--- config.mk ---
export PLATFORM = sky130hd
export DESIGN_NAME = nonpreemptive_job_dispatcher_top
export DESIGN_NICKNAME = d
export VERILOG_FILES = /design/src/hdl/njd_pkg.sv /design/src/hdl/njd_div.sv /design/src/hdl/nonpreemptive_job_dispatcher_top.sv
export SDC_FILE = /design/constraint.sdc
export NUM_CORES = 2
export LEC_CHECK = 0
export BUFFER_PORTS_ARGS = -buffer_cell sky130_fd_sc_hd__buf_2
export CORE_ASPECT_RATIO = 0.9
export CORE_MARGIN = 2
export CORE_UTILIZATION = 55
export CTS_CLUSTER_SIZE = 25
export DETAILED_ROUTE_END_ITERATION = 16
export PLACE_DENSITY = 0.69
export SLEW_MARGIN = 10
export SYNTH_ARGS = -nofsm -noshare
export SYNTH_HDL_FRONTEND = slang
export SYNTH_SLANG_ARGS = --single-unit
export TNS_END_PERCENT = 50
--- constraint.sdc ---
create_clock -name i_clk -period 9.51 [get_ports i_clk]
set_clock_uncertainty 0.2 [all_clocks]
set_input_delay 2.3775 -clock i_clk [delete_from_list [all_inputs] [get_ports i_clk]]
set_output_delay 2.3775 -clock i_clk [all_outputs]
set_load 0.01 [all_outputs]
--- src/hdl/njd_pkg.sv ---
// Shared types and constants for the job dispatcher.
// No dependencies.
package njd_pkg;
    localparam int TableSlotsDefault = 16;

    localparam logic [1:0] ST_ACCEPTED  = 2'd0;
    localparam logic [1:0] ST_FULL      = 2'd1;
    localparam logic [1:0] ST_DISPATCH  = 2'd2;
    localparam logic [1:0] ST_NONE      = 2'd3;

    localparam logic REQ_SUBMIT   = 1'b0;
    localparam logic REQ_DISPATCH = 1'b1;

    localparam logic [0:0] REG_POLICY = 1'b0;

    typedef enum logic [3:0] {
        S_IDLE,
        S_SCAN_E,   // earliest arrival / free slot search
        S_SCAN_P,   // pick best arrived job
        S_FETCH,
        S_CALC,
        S_DIV,
        S_DONE
    } t_state;
endpackage

--- src/hdl/njd_div.sv ---
// Restoring divider: (turn << 8) / burst, one quotient bit per cycle.
// Depends on njd_pkg (style only).
module njd_div
    import njd_pkg::*;
(
    input  logic        i_clk,
    input  logic        i_rst_n,
    input  logic        i_start,
    input  logic [15:0] i_turn,
    input  logic [7:0]  i_burst,
    output logic        o_done,
    output logic [23:0] o_quot
);
    logic [23:0] r_num, n_num;
    logic [8:0]  r_rem, n_rem;
    logic [7:0]  r_den;
    logic [4:0]  r_cnt;
    logic        r_busy;
    logic [9:0]  w_try;

    always_comb begin
        w_try = {r_rem, r_num[23]};
        n_num = {r_num[22:0], 1'b0};
        if (w_try >= {2'b0, r_den}) begin
            n_rem   = 9'(w_try - {2'b0, r_den});
            n_num[0] = 1'b1;
        end else begin
            n_rem = w_try[8:0];
        end
    end

    always_ff @(posedge i_clk) begin
        if (!i_rst_n) begin
            r_busy <= 1'b0;
            r_cnt  <= '0;
            o_done <= 1'b0;
        end else begin
            o_done <= 1'b0;
            if (i_start) begin
                r_busy <= 1'b1;
                r_cnt  <= 5'd0;
                r_num  <= {i_turn, 8'd0};
                r_rem  <= '0;
                r_den  <= i_burst;
            end else if (r_busy) begin
                r_num <= n_num;
                r_rem <= n_rem;
                r_cnt <= r_cnt + 5'd1;
                if (r_cnt == 5'd23) begin
                    r_busy <= 1'b0;
                    o_done <= 1'b1;
                end
            end
        end
    end

    assign o_quot = r_num;
endmodule

--- src/hdl/nonpreemptive_job_dispatcher_top.sv ---
// Job dispatcher with shortest-job and response-ratio policies: one item at a
// time; busy stays high until the single result strobe, and a new item can be
// taken in the strobe cycle. A submit runs a free-slot scan over the valid
// bits. A dispatch runs a scan through the table memory for the earliest
// arrival and, if the table holds any job, a scan with a registered
// cross-multiply per slot that repeats a slot read after each eligible job,
// then the serial divider. The receiver cannot stall the result strobe.
// Depends on njd_pkg and njd_div.
module nonpreemptive_job_dispatcher_top
    import njd_pkg::*;
#(
    parameter int TABLE_SLOTS = TableSlotsDefault
) (
    input  logic        i_clk,
    input  logic        i_rst_n,
    input  logic        start,
    output logic        busy,
    input  logic        i_req_type,
    input  logic [7:0]  i_job_id,
    input  logic [15:0] i_arrival_time,
    input  logic [7:0]  i_burst_time,
    output logic        o_strobe,
    output logic [1:0]  o_status,
    output logic [7:0]  o_chosen_id,
    output logic [15:0] o_wait_ticks,
    output logic [15:0] o_finish_time,
    output logic [15:0] o_turnaround,
    output logic [23:0] o_tat_ratio,
    input  logic        psel,
    input  logic        penable,
    input  logic        pwrite,
    input  logic [1:0]  paddr,
    input  logic [31:0] pwdata,
    output logic [31:0] prdata,
    output logic        pready
);
    localparam int AW = (TABLE_SLOTS > 1) ? $clog2(TABLE_SLOTS) : 1;
    localparam int CW = AW + 1;

    // table memory: {job, arrival, burst}
    logic [31:0] mem [TABLE_SLOTS];
    logic [31:0] r_rd;
    logic [TABLE_SLOTS-1:0] r_valid;

    logic r_policy;
    assign pready = 1'b1;
    assign prdata = {31'd0, r_policy};

    t_state r_st, n_st;
    logic [CW-1:0] r_idx;          // address issued
    logic [AW-1:0] r_pidx;         // address of data in r_rd
    logic          r_pv;           // r_rd holds a scan entry
    logic          r_req;
    logic [7:0]    r_jid;
    logic [15:0]   r_arr_in;
    logic [7:0]    r_bur_in;
    logic [15:0]   r_now;
    logic          r_any;
    logic [15:0]   r_earl;
    logic          r_found;
    logic [AW-1:0] r_best;
    logic [7:0]    r_bj, r_bb;
    logic [15:0]   r_ba;
    // cross multiply stage
    logic          r_mv;
    logic [AW-1:0] r_midx;
    logic [7:0]    r_mj, r_mb;
    logic [15:0]   r_ma;
    logic [24:0]   r_lc, r_lb;
    logic [15:0]   r_wait, r_fin, r_turn;
    logic          r_dstart;
    logic          w_ddone;
    logic [23:0]   w_quot;

    logic [7:0]  e_j, e_b;
    logic [15:0] e_a;
    assign e_j = r_rd[31:24];
    assign e_a = r_rd[23:8];
    assign e_b = r_rd[7:0];

    logic w_last;
    assign w_last = (r_idx == CW'(TABLE_SLOTS));

    // a candidate still in the multiply stage forces the entry in r_rd to be
    // read again, so the read goes back to that entry
    logic          w_retry;
    logic [AW-1:0] w_raddr;
    assign w_retry = r_pv && r_mv;
    assign w_raddr = w_retry ? r_pidx : r_idx[AW-1:0];

    // response ratio numerators: wait + burst
    logic [16:0] w_nc, w_nb;
    assign w_nc = {1'b0, 16'(r_now - e_a)} + {9'd0, e_b};
    assign w_nb = {1'b0, 16'(r_now - r_ba)} + {9'd0, r_bb};

    always_ff @(posedge i_clk) begin
        if (!i_rst_n)
            r_policy <= 1'b0;
        else if (psel && penable && pwrite && paddr == 2'(REG_POLICY))
            r_policy <= pwdata[0];
    end

    logic w_acc;
    assign w_acc = start && !busy;
    assign busy  = (r_st != S_IDLE);

    always_comb begin
        n_st = r_st;
        case (r_st)
            S_IDLE: begin
                if (w_acc) n_st = S_SCAN_E;
            end
            S_SCAN_E: begin
                if (w_last && r_req == REQ_SUBMIT) n_st = S_DONE;
                else if (w_last && !r_pv) n_st = r_any ? S_SCAN_P : S_DONE;
            end
            S_SCAN_P: begin
                if (w_last && !r_pv && !r_mv) n_st = S_FETCH;
            end
            S_FETCH:  n_st = S_CALC;
            S_CALC:   n_st = S_DIV;
            S_DIV: begin
                if (w_ddone) n_st = S_DONE;
            end
            S_DONE:   n_st = S_IDLE;
            default:  n_st = S_IDLE;
        endcase
    end

    always_ff @(posedge i_clk) begin
        if (!i_rst_n) r_st <= S_IDLE;
        else          r_st <= n_st;
    end

    // candidate beats current best (cross multiply already registered)
    logic w_beat;
    always_comb begin
        if (r_policy) begin
            if (r_lc != r_lb) w_beat = r_lc > r_lb;
            else              w_beat = r_mj < r_bj;
        end else begin
            if (r_mb != r_bb) w_beat = r_mb < r_bb;
            else              w_beat = r_mj < r_bj;
        end
    end

    logic [16:0] w_fin;
    assign w_fin = {1'b0, r_now} + {9'd0, r_bb};

    always_ff @(posedge i_clk) begin
        r_rd <= mem[w_raddr];
        if (!i_rst_n) begin
            r_valid  <= '0;
            r_now    <= '0;
            o_strobe <= 1'b0;
            r_pv     <= 1'b0;
            r_mv     <= 1'b0;
            r_dstart <= 1'b0;
        end else begin
            o_strobe <= 1'b0;
            r_dstart <= 1'b0;
            r_pv     <= 1'b0;
            r_mv     <= 1'b0;
            case (r_st)
                S_IDLE: if (w_acc) begin
                    r_req    <= i_req_type;
                    r_jid    <= i_job_id;
                    r_arr_in <= i_arrival_time;
                    r_bur_in <= (i_burst_time == 8'd0) ? 8'd1 : i_burst_time;
                    r_idx    <= '0;
                    r_any    <= 1'b0;
                    r_found  <= 1'b0;
                    r_earl   <= 16'hFFFF;
                end
                S_SCAN_E: begin
                    if (r_req == REQ_SUBMIT) begin
                        // free slot search on valid bits only
                        if (!w_last) begin
                            if (!r_found && !r_valid[r_idx[AW-1:0]]) begin
                                r_found <= 1'b1;
                                r_best  <= r_idx[AW-1:0];
                            end
                            r_idx <= r_idx + CW'(1);
                        end
                    end else begin
                        if (!w_last) begin
                            r_pv   <= 1'b1;
                            r_pidx <= r_idx[AW-1:0];
                            r_idx  <= r_idx + CW'(1);
                        end
                        if (r_pv && r_valid[r_pidx]) begin
                            r_any <= 1'b1;
                            if (e_a < r_earl) r_earl <= e_a;
                        end
                        if (w_last && !r_pv) begin
                            r_idx <= '0;
                            if (r_any && r_earl > r_now) r_now <= r_earl;
                        end
                    end
                end
                S_SCAN_P: begin
                    if (w_retry) begin
                        // products for this entry used the old best: redo it
                        r_pv <= 1'b1;
                    end else begin
                        if (!w_last) begin
                            r_pv   <= 1'b1;
                            r_pidx <= r_idx[AW-1:0];
                            r_idx  <= r_idx + CW'(1);
                        end
                        if (r_pv && r_valid[r_pidx] && e_a <= r_now) begin
                            r_mv   <= 1'b1;
                            r_midx <= r_pidx;
                            r_mj <= e_j; r_ma <= e_a; r_mb <= e_b;
                            r_lc <= 25'(w_nc) * 25'(r_bb);
                            r_lb <= 25'(w_nb) * 25'(e_b);
                        end
                    end
                    if (r_mv && (!r_found || w_beat)) begin
                        r_found <= 1'b1;
                        r_best <= r_midx;
                        r_bj <= r_mj; r_ba <= r_ma; r_bb <= r_mb;
                    end
                end
                S_FETCH: begin
                    r_wait <= r_now - r_ba;
                    r_fin  <= w_fin[16] ? 16'hFFFF : w_fin[15:0];
                end
                S_CALC: begin
                    r_now  <= r_fin;
                    r_turn <= r_fin - r_ba;
                    r_valid[r_best] <= 1'b0;
                    r_dstart <= 1'b1;
                end
                S_DONE: begin
                    o_strobe <= 1'b1;
                    o_chosen_id <= '0; o_wait_ticks <= '0; o_finish_time <= '0;
                    o_turnaround <= '0; o_tat_ratio <= '0;
                    if (r_req == REQ_SUBMIT) begin
                        o_status <= r_found ? ST_ACCEPTED : ST_FULL;
                        if (r_found) r_valid[r_best] <= 1'b1;
                    end else if (!r_any) begin
                        o_status <= ST_NONE;
                    end else begin
                        o_status <= ST_DISPATCH;
                        o_chosen_id <= r_bj;
                        o_wait_ticks <= r_wait;
                        o_finish_time <= r_now;
                        o_turnaround <= r_turn;
                        o_tat_ratio <= w_quot;
                    end
                end
                default: ;
            endcase
        end
    end

    // table write on an accepted submit
    always_ff @(posedge i_clk) begin
        if (r_st == S_DONE && r_req == REQ_SUBMIT && r_found)
            mem[r_best] <= {r_jid, r_arr_in, r_bur_in};
    end

    njd_div u_div (
        .i_clk   (i_clk),
        .i_rst_n (i_rst_n),
        .i_start (r_dstart),
        .i_turn  (r_turn),
        .i_burst (r_bb),
        .o_done  (w_ddone),
        .o_quot  (w_quot)
    );
endmodule

==> impl_metrics.yaml <==
status:
  status: "finished, final reports clean"
critical_path:
  critPathCaptureType: "flop"
  ff2ff_path_depth: 30
  critical_path_class: "flop to flop"
  crit_path_max_fanout: 8
  rr_endpoint: "r_lb[24]"
  crit_start: "r_now[1]"
  slowest_stage: "xor2_1"
  arrival_ps: 8920
  required_ps: 9740
  cpPeakStageDelay_ps: 650
  critPathLaunchType: "flop"
  r2r-start: "r_now[1]"
  rrSetupSlack_ps: 820
  cp_common_cell: "fa_1"
clocking:
  clockBufferDepth: 3
  path_clk_slew_ps: 70
  clockRootBuffer: "clkbuf_16"
  cts_tree: "built"
  ctsResizeCount: 0
  numCtsBuffers: 93
  post_cts_buffers: 0
  cts_max_level: 3
  hold_buffers: 0
  clk_latency_ps: 680
  cts_sinks: 944
final_layout:
  syn_to_final_growth_pct: 10.8
  fin_area_sq_um: 54500
  final_util_pct: 61.3
  nets: 4255
  layoutNonFillerInstCount: 4994
  antennaDiodeCount: 0
  fillers: 6837
  drive_gt1_share_pct: 14.5
sta:
  fin_crit_ps: 8690
  final-setup-viol-count: 0
  fin_tns_setup_ps: 0
  drv_slew: 0
  finalHoldViolCount: 0
  max_freq_mhz: 115
  rsz0062_at_grt: "no"
  slew-limit-headroom_pct: 18.4
  tightestPinTransition_ps: 1220
  finalCritPeriodShare_pct: 91.4
route:
  routed_wl_um: 112000
  drt-wirelength-per-cell_um: 22.4
  drc_errors: 0
  vias: 29200
  antenna_left: 0
  via_per_inst: 5.85
  drt_first_pass_iters: 5
  initialDrtViolationCount: 2635
placed_design:
  port-buffer-count: 126
  dp.cells: 4822
  placed_area_sq_um: 51300
  dp_hpwl_um: 72100
  gp_congestion: 0.908
logic_synthesis:
  netlist_instances: 3606
  synthFlopType: "edfxtp_1"
  netlist_area_sq_um: 49200
  yosys_warnings: 0
  async_flop_share_pct: 0
  seq_area_frac_synth_pct: 56.0
  ys_types: 89
  syn_avg_cell_area_sq_um: 13.6
  synth_edf_count: 865
  ys_ff_latch: 944
run:
  maxCapViolCount: 0
global_routing:
  overflow: 0
  grt_pass1_vias: 28600
  antenna_found_initial: 4
  grt.total_usage_pct: 24.6
  grt_max_degree: 129
  grt_pass1_wl_um: 171000
floorplanning:
  die_y_um: 288
  start_util_pct: 55.3
  die_width_um: 319
  core-area_sq_um: 89000
  ios: 190
  dieArea_sq_um: 91900
  fp-row-count: 104
hold_path:
  holdCritStartpoint: "r_ma[0]"
  holdPathStages: 0
  hold_class: "flop to flop"
  whs_endpoint: "r_ba[0]"
-- flip-flops by register name, summed over array words and instances, names as in the netlist, 9 cells and up, named ones only --
signal         count
mem              512
r_rd              32
r_lb              25
r_lc              25
o_tat_ratio       24
u_div.o_quot      24
o_finish_time     16
o_turnaround      16
o_wait_ticks      16
r_arr_in          16
r_ba              16
r_earl            16
r_fin             16
r_ma              16
r_now             16
r_turn            16
r_wait            16
u_div.r_rem        9
-- logic make-up after synthesis --
logic type,after synthesis,synth area share (%)
flip-flops,944,56.0
AND/OR/NAND/NOR,933,9.90
buffers and inverters,525,4.33
AO/OA/AOI/OAI,492,6.97
adder cells (fa/ha/maj),431,13.8
multiplexers,177,7.16
XOR/XNOR,102,1.83
other,2,0.0153
-- worst max-delay path, delay by kind of cell, from the launching register on --
family | cells | cell delay [ps]
compound gates | 10 | 2200
xor+xnor | 3 | 1030
fa+ha+maj | 7 | 3090
buf+inv | 3 | 320
flops | 1 | 490
simple gates | 7 | 1080
-- cell usage in the layout, fill, tap and decap left out, drive strengths merged, types with 9 or more instances in the layout --
cell type	Yosys	final
and2	200	200
o21a	43	43
a21oi	118	118
buf	59	187
nor4	10	10
nor2b	76	76
a21o	50	50
mux2i	19	19
xnor2	78	78
mux2	20	20
a211oi	48	48
clkinv	0	29
nand4	23	23
ha	244	244
fa	187	187
a21boi	14	14
nor2	153	153
a31oi	43	43
nand3	52	52
nand2	214	214
dfxtp	79	79
o21ai	67	67
mux4	138	138
o31ai	9	9
clkbuf	108	120
inv	358	362
o221a	16	16
nor3	48	48
conb	2	32
o211a	19	19
nand2b	32	32
xor2	24	24
bufinv	0	12
edfxtp	865	865
and3	95	95
-- worst max-delay path by stage --
| stage | cells past startpoint | to |
|---|---|---|
| 3_3_place_gp | 30 | r_lb[24] |
| 4_1_cts | 31 | r_lc[24] |
| 3_5_place_dp | 30 | r_lb[24] |
| 5_1_grt | 30 | r_lb[24] |
| 6_report | 30 | r_lb[24] |
| 2_1_floorplan | 4 | r_lb[0] |
-- stage by stage --
| step | setup WS (ps) | hold slack [ps] |
|---|---|---|
| 2_1_floorplan | 1900 | 186 |
| 3_3_place_gp | 998 | 201 |
| 3_5_place_dp | 900 | 205 |
| 4_1_cts | 897 | 219 |
| 5_1_grt | 319 | 234 |
| 6_report | 822 | 219 |
-- layer usage --
metal / share of wire, % / GRT usage [%] / up-vias
met5: 0.012 / 0 / -
met4: 2.3 / 6.53 / 2
met3: 6.5 / 3.17 / 173
met2: 48 / 39.8 / 943
met1: 44 / 35.5 / 14800
li1: - / - / 13300
-- synthesized netlist by cell type, drive strengths merged (48+ instances only) --
library cell	n	area, sq um
and2	200	1250
a21o	50	377
nor3	48	240
fa	187	3740
clkbuf	108	405
buf	59	380
xnor2	78	691
edfxtp	865	26000
nor2b	76	483
inv	358	1340
and3	95	594
o21ai	67	335
nand2	214	806
nand3	52	273
a211oi	48	378
a21oi	118	594
nor2	153	574
mux4	138	3110
ha	244	3050
dfxtp	79	1580
-- area by class of cell --
class	instances	area [sq um]	share of cell area, %
inverters	358	1340	2.46
repair buffers	187	1110	2.04
flip-flops and latches	944	27600	50.5
multi-input cells	2167	19800	36.4
well taps	1166	1460	2.68
clock buffers	120	2530	4.64
clock inverters	52	684	1.26
Power is not shown: default switching activity piles up to over one toggle a cycle in this logic, so the estimate is an artifact.
